$ cat src/hdl/sstb_div.sv
// Pipelined restoring divider, one quotient bit per stage.
module sstb_div #(
  parameter int NUM_W = 19,
  parameter int DEN_W = 11,
  parameter int QUO_W = 9
) (
  input  logic             clk,
  input  logic             en,
  input  logic [NUM_W-1:0] num,
  input  logic [DEN_W-1:0] den,
  output logic [QUO_W-1:0] quo
);

  localparam int CW = (NUM_W > DEN_W + QUO_W) ? NUM_W : DEN_W + QUO_W;

  logic [NUM_W-1:0] rem_q [QUO_W];
  logic [DEN_W-1:0] den_q [QUO_W];
  logic [QUO_W-1:0] quo_q [QUO_W];

  for (genvar k = 0; k < QUO_W; k++) begin : g_stage
    localparam int Sh = QUO_W - 1 - k;
    logic [NUM_W-1:0] rem_in;
    logic [DEN_W-1:0] den_in;
    logic [QUO_W-1:0] quo_in;
    logic [CW-1:0]    trial;
    logic             fits;

    if (k == 0) begin : g_first
      assign rem_in = num;
      assign den_in = den;
      assign quo_in = '0;
    end else begin : g_next
      assign rem_in = rem_q[k-1];
      assign den_in = den_q[k-1];
      assign quo_in = quo_q[k-1];
    end

    assign trial = CW'(den_in) << Sh;
    assign fits  = CW'(rem_in) >= trial;

    always_ff @(posedge clk) begin
      if (en) begin
        rem_q[k] <= fits ? NUM_W'(CW'(rem_in) - trial) : rem_in;
        den_q[k] <= den_in;
        quo_q[k] <= fits ? (quo_in | (QUO_W'(1) << Sh)) : quo_in;
      end
    end
  end

  assign quo = quo_q[QUO_W-1];

endmodule

$ cat config.mk
export PLATFORM = sky130hd
export DESIGN_NAME = sstb_div
export DESIGN_NICKNAME = d
export VERILOG_FILES = /design/src/hdl/sstb_div.sv
export SDC_FILE = /design/constraint.sdc
export NUM_CORES = 1
export LEC_CHECK = 0
export BUFFER_PORTS_ARGS = -buffer_cell sky130_fd_sc_hd__buf_4
export CAP_MARGIN = 40
export CORE_ASPECT_RATIO = 1.5
export CORE_MARGIN = 2
export CORE_UTILIZATION = 50
export CTS_CLUSTER_DIAMETER = 120
export DETAILED_ROUTE_END_ITERATION = 6
export PLACE_DENSITY = 0.76
export SYNTH_ARGS = -nofsm -noshare
export SYNTH_HDL_FRONTEND = slang
export SYNTH_SLANG_ARGS = --single-unit
$ cat constraint.sdc
create_clock -name clk -period 8.1 [get_ports clk]
set_input_delay 0.81 -clock clk [delete_from_list [all_inputs] [get_ports clk]]
set_output_delay 0.81 -clock clk [all_outputs]
set_load 0.1 [all_outputs]
==> impl_metrics.tcl <==
set metrics [dict create \
    status "complete, no violations" \
    hold_end "quo_q[0][26]$_DFFE_PP_" \
    post_cts_buffers 0 \
    synth.distinct_cells 71 \
    max-slew-margin-rel_pct 24.3 \
    worstMarginPinSlew_ns 1.14 \
    first_pass_iters 5 \
    cp.arrival_ns 3.84 \
    clock_latency_ns 0.56 \
    yosys_warnings 0 \
    die_w_microns 144 \
    ios 41 \
    place_congestion 0.844 \
    synthAdderAreaFrac_pct 9.49 \
    critPathMaxStageDelay_ns 0.60 \
    syn_avg_cell_area_sq_um 12.3 \
    grt_pass1_wl_microns 44600 \
    path_class "flop to flop" \
    place_ws_ns 4.62 \
    synth-edff-count 285 \
    syn_inst 1201 \
    p_leak_uw 0.00641 \
    whs_path_depth 0 \
    gr-usage-all-layers_pct 18.0 \
    finalSetupTns_ns 0 \
    synth-simple-area-share_pct 9.86 \
    rows 77 \
    path_delay_family "compound AO/OA/AOI/OAI gates" \
    synth_compound_area_share_pct 12.0 \
    fmax_mhz 282 \
    path_buf_inv 3 \
    async_flop_share_pct 0 \
    grt_setup_unrepaired "false" \
    cts_resized 0 \
    drive_gt1_share_pct 9.92 \
    setup_viol 0 \
    postPlaceCellArea_sq_um 15500 \
    cpMaxStageDelayCell "and2b_1" \
    antenna_found_initial 0 \
    required_ns 8.40 \
    vias 9345 \
    nFillCells 2431 \
    htreeDepth 1 \
    synthMuxAreaShare_pct 2.25 \
    nets 1398 \
    clkTransAtPathRegs_ns 0.06 \
    cts_tree "yes" \
    synth_seq_cells 285 \
    routedWlPerCell_microns 16.4 \
    ir_drop_mv 0.156 \
    critical_path.max_fanout 21 \
    start_util_pct 50.3 \
    finalMaxSlewViolations 0 \
    fin_crit_ns 3.55 \
    postRouteAntennaNets 0 \
    numPortBuffers 40 \
    finalInstanceArea_sq_um 16500 \
    dpl.hpwl_microns 20100 \
    drt-vias-per-instance 5.58 \
    max_cap_violations 0 \
    drc 0 \
    finalWorstSetupSlack_ns 4.55 \
    diodes 0 \
    clock-sinks 285 \
    synthXorXnorAreaFrac_pct 4.46 \
    final.setup_skew_ns 0.0199 \
    areaGrowthSynthToFinish_pct 11.7 \
    r2r_start "rem_q[0][79]$_DFFE_PP_" \
    gr-total-overflow 0 \
    synth_top_family_by_area "compound AO/OA/AOI/OAI gates" \
    grt_max_degree 156 \
    crit_chain "inv_1, ha_1, inv_1, fa_1, a211oi_1, o21ai_0, a31oi_1, nor3_1, and2b_1, inv_2, o211ai_1, nor3_1, xor2_1" \
    cts_buffers 28 \
    holdBufCountCts 0 \
    power.density_nw_per_um2 312 \
    p_total_uw 5140 \
    grt_pass1_vias 9712 \
    cts_root_buffer "clkbuf_16" \
    cts.path.max_buffers 3 \
    worstReg2RegEnd "rem_q[0][111]$_DFFE_PP_" \
    netlist_area_sq_um 14700 \
    min_from "quo_q[0][17]$_DFFE_PP_" \
    seq_area_frac_synth_pct 58.1 \
    hold_class "flop to flop" \
    synthFlopType "edfxtp_1" \
    reg2regPathDepth 13 \
    syn_nets 1340 \
    final-hold-violation-count 0 \
    dieArea_sq_um 30900 \
    core_sq_um 29300 \
    rrSetupSlack_ns 4.55 \
    dieHeight_microns 214 \
    first_iter_violations 333 \
    critPathCaptureType "flop" \
    worstSetupStartpointType "flop" \
    drt_wl_total_microns 27400 \
    timing.final.crit_share_pct 43.8 \
]
==> through the flow <==
step	cells	utilization, %	hold WS (ns)
floorplan	1201	-	0.400
global placement	1622	52.9	0.400
detailed placement	1624	53.1	0.405
CTS	1675	56.2	0.394
global route	1675	56.2	0.400
finish	1675	56.2	0.416
==> metal layers <==
metal	GRT usage (%)	part of all wire [%]	vias to the layer above
met4	10.1	5.3	0
li1	-	-	4580
met2	37.6	60	195
met1	15.4	32	4485
met3	2.43	2.9	85
met5	0	0	-
==> cells in the mapped netlist (3+ instances only) <==
cell type,count,area (sq um)
mux2_4,3,45.0
nand2_1,64,240
ha_1,99,1240
nand3b_1,3,22.5
buf_2,6,30.0
o31ai_1,8,60.1
or4_1,7,52.6
nor2_1,56,210
fa_1,8,160
a31oi_1,12,75.1
o21bai_1,4,30.0
xnor2_1,44,385
clkbuf_1,10,37.5
edfxtp_1,285,8560
mux2i_1,5,50.1
o21ai_1,3,15.0
o21a_1,22,165
nand4_1,14,87.6
xor2_1,31,272
a211oi_1,7,52.6
nor2b_1,16,100
o41ai_1,3,26.3
nand3_1,9,45.0
mux2_2,19,214
nand4b_1,3,26.3
a21oi_1,76,380
a211o_1,4,35.0
nor4_1,11,68.8
or3_1,7,43.8
and3_1,7,43.8
o211ai_1,10,75.1
nand2b_1,20,125
a21o_1,25,188
o21ai_0,76,380
nor3_1,33,165
nor4b_1,4,35.0
o31a_1,11,96.3
inv_1,128,480
or2_2,6,37.5
==> how the worst max path moves through the flow <==
stage | startpoint | end | slack, ns | depth (start not counted)
after floorplan | den[1] | rem_q[0][12]$_DFFE_PP_ | 5.16 | 10
after global placement | rem_q[0][79]$_DFFE_PP_ | rem_q[0][111]$_DFFE_PP_ | 4.73 | 13
after detailed placement | rem_q[0][79]$_DFFE_PP_ | rem_q[0][111]$_DFFE_PP_ | 4.62 | 13
after CTS | rem_q[0][79]$_DFFE_PP_ | rem_q[0][111]$_DFFE_PP_ | 4.59 | 13
after global routing | rem_q[0][79]$_DFFE_PP_ | rem_q[0][113]$_DFFE_PP_ | 4.20 | 13
final | rem_q[0][79]$_DFFE_PP_ | rem_q[0][111]$_DFFE_PP_ | 4.55 | 13
==> area by class of cell <==
class / count / area, sq um / area share [%]
multi-input cells: 769 / 5620 / 34.1
clock buffers: 33 / 719 / 4.37
inverters: 129 / 484 / 2.94
well taps: 395 / 494 / 3.00
clock inverters: 18 / 209 / 1.27
flip-flops and latches: 285 / 8560 / 52.0
repair buffers: 46 / 380 / 2.31
==> registers in the layout (all words and copies together), names as in the netlist <==
| name | flops |
|---|---|
| den_q | 88 |
| quo_q | 45 |
| rem_q | 152 |
==> placed cells by master (no fill, tap or decap), types with 8 or more instances in the layout <==
cell,instances
fa_1,8
o21a_1,22
a21o_1,25
nand2_1,64
mux2_2,19
a21oi_1,76
o211ai_1,10
o21ai_0,76
nand4_1,14
buf_4,43
nand3_1,9
o31ai_1,8
clkbuf_16,28
a31oi_1,12
nand2b_1,20
ha_1,99
nor3_1,33
xnor2_1,44
nor2_1,56
nor4_1,11
nor2b_1,16
o31a_1,11
inv_1,128
edfxtp_1,285
xor2_1,31
==> power breakdown <==
part	internal, uW	total [uW]	leakage [uW]	switching (uW)
logic	729	1620	0.00321	892
registers	2040	2210	0.00275	178
clock network	765	1310	0.000451	545
==> logic make-up after synthesis <==
| family | Yosys count |
|---|---|
| fa+ha+maj | 107 |
| buf+inv | 147 |
| mux | 29 |
| compound gates | 283 |
| xor+xnor | 75 |
| flops | 285 |
| simple gates | 275 |
Note: power is estimated with default switching activity, not from simulation.
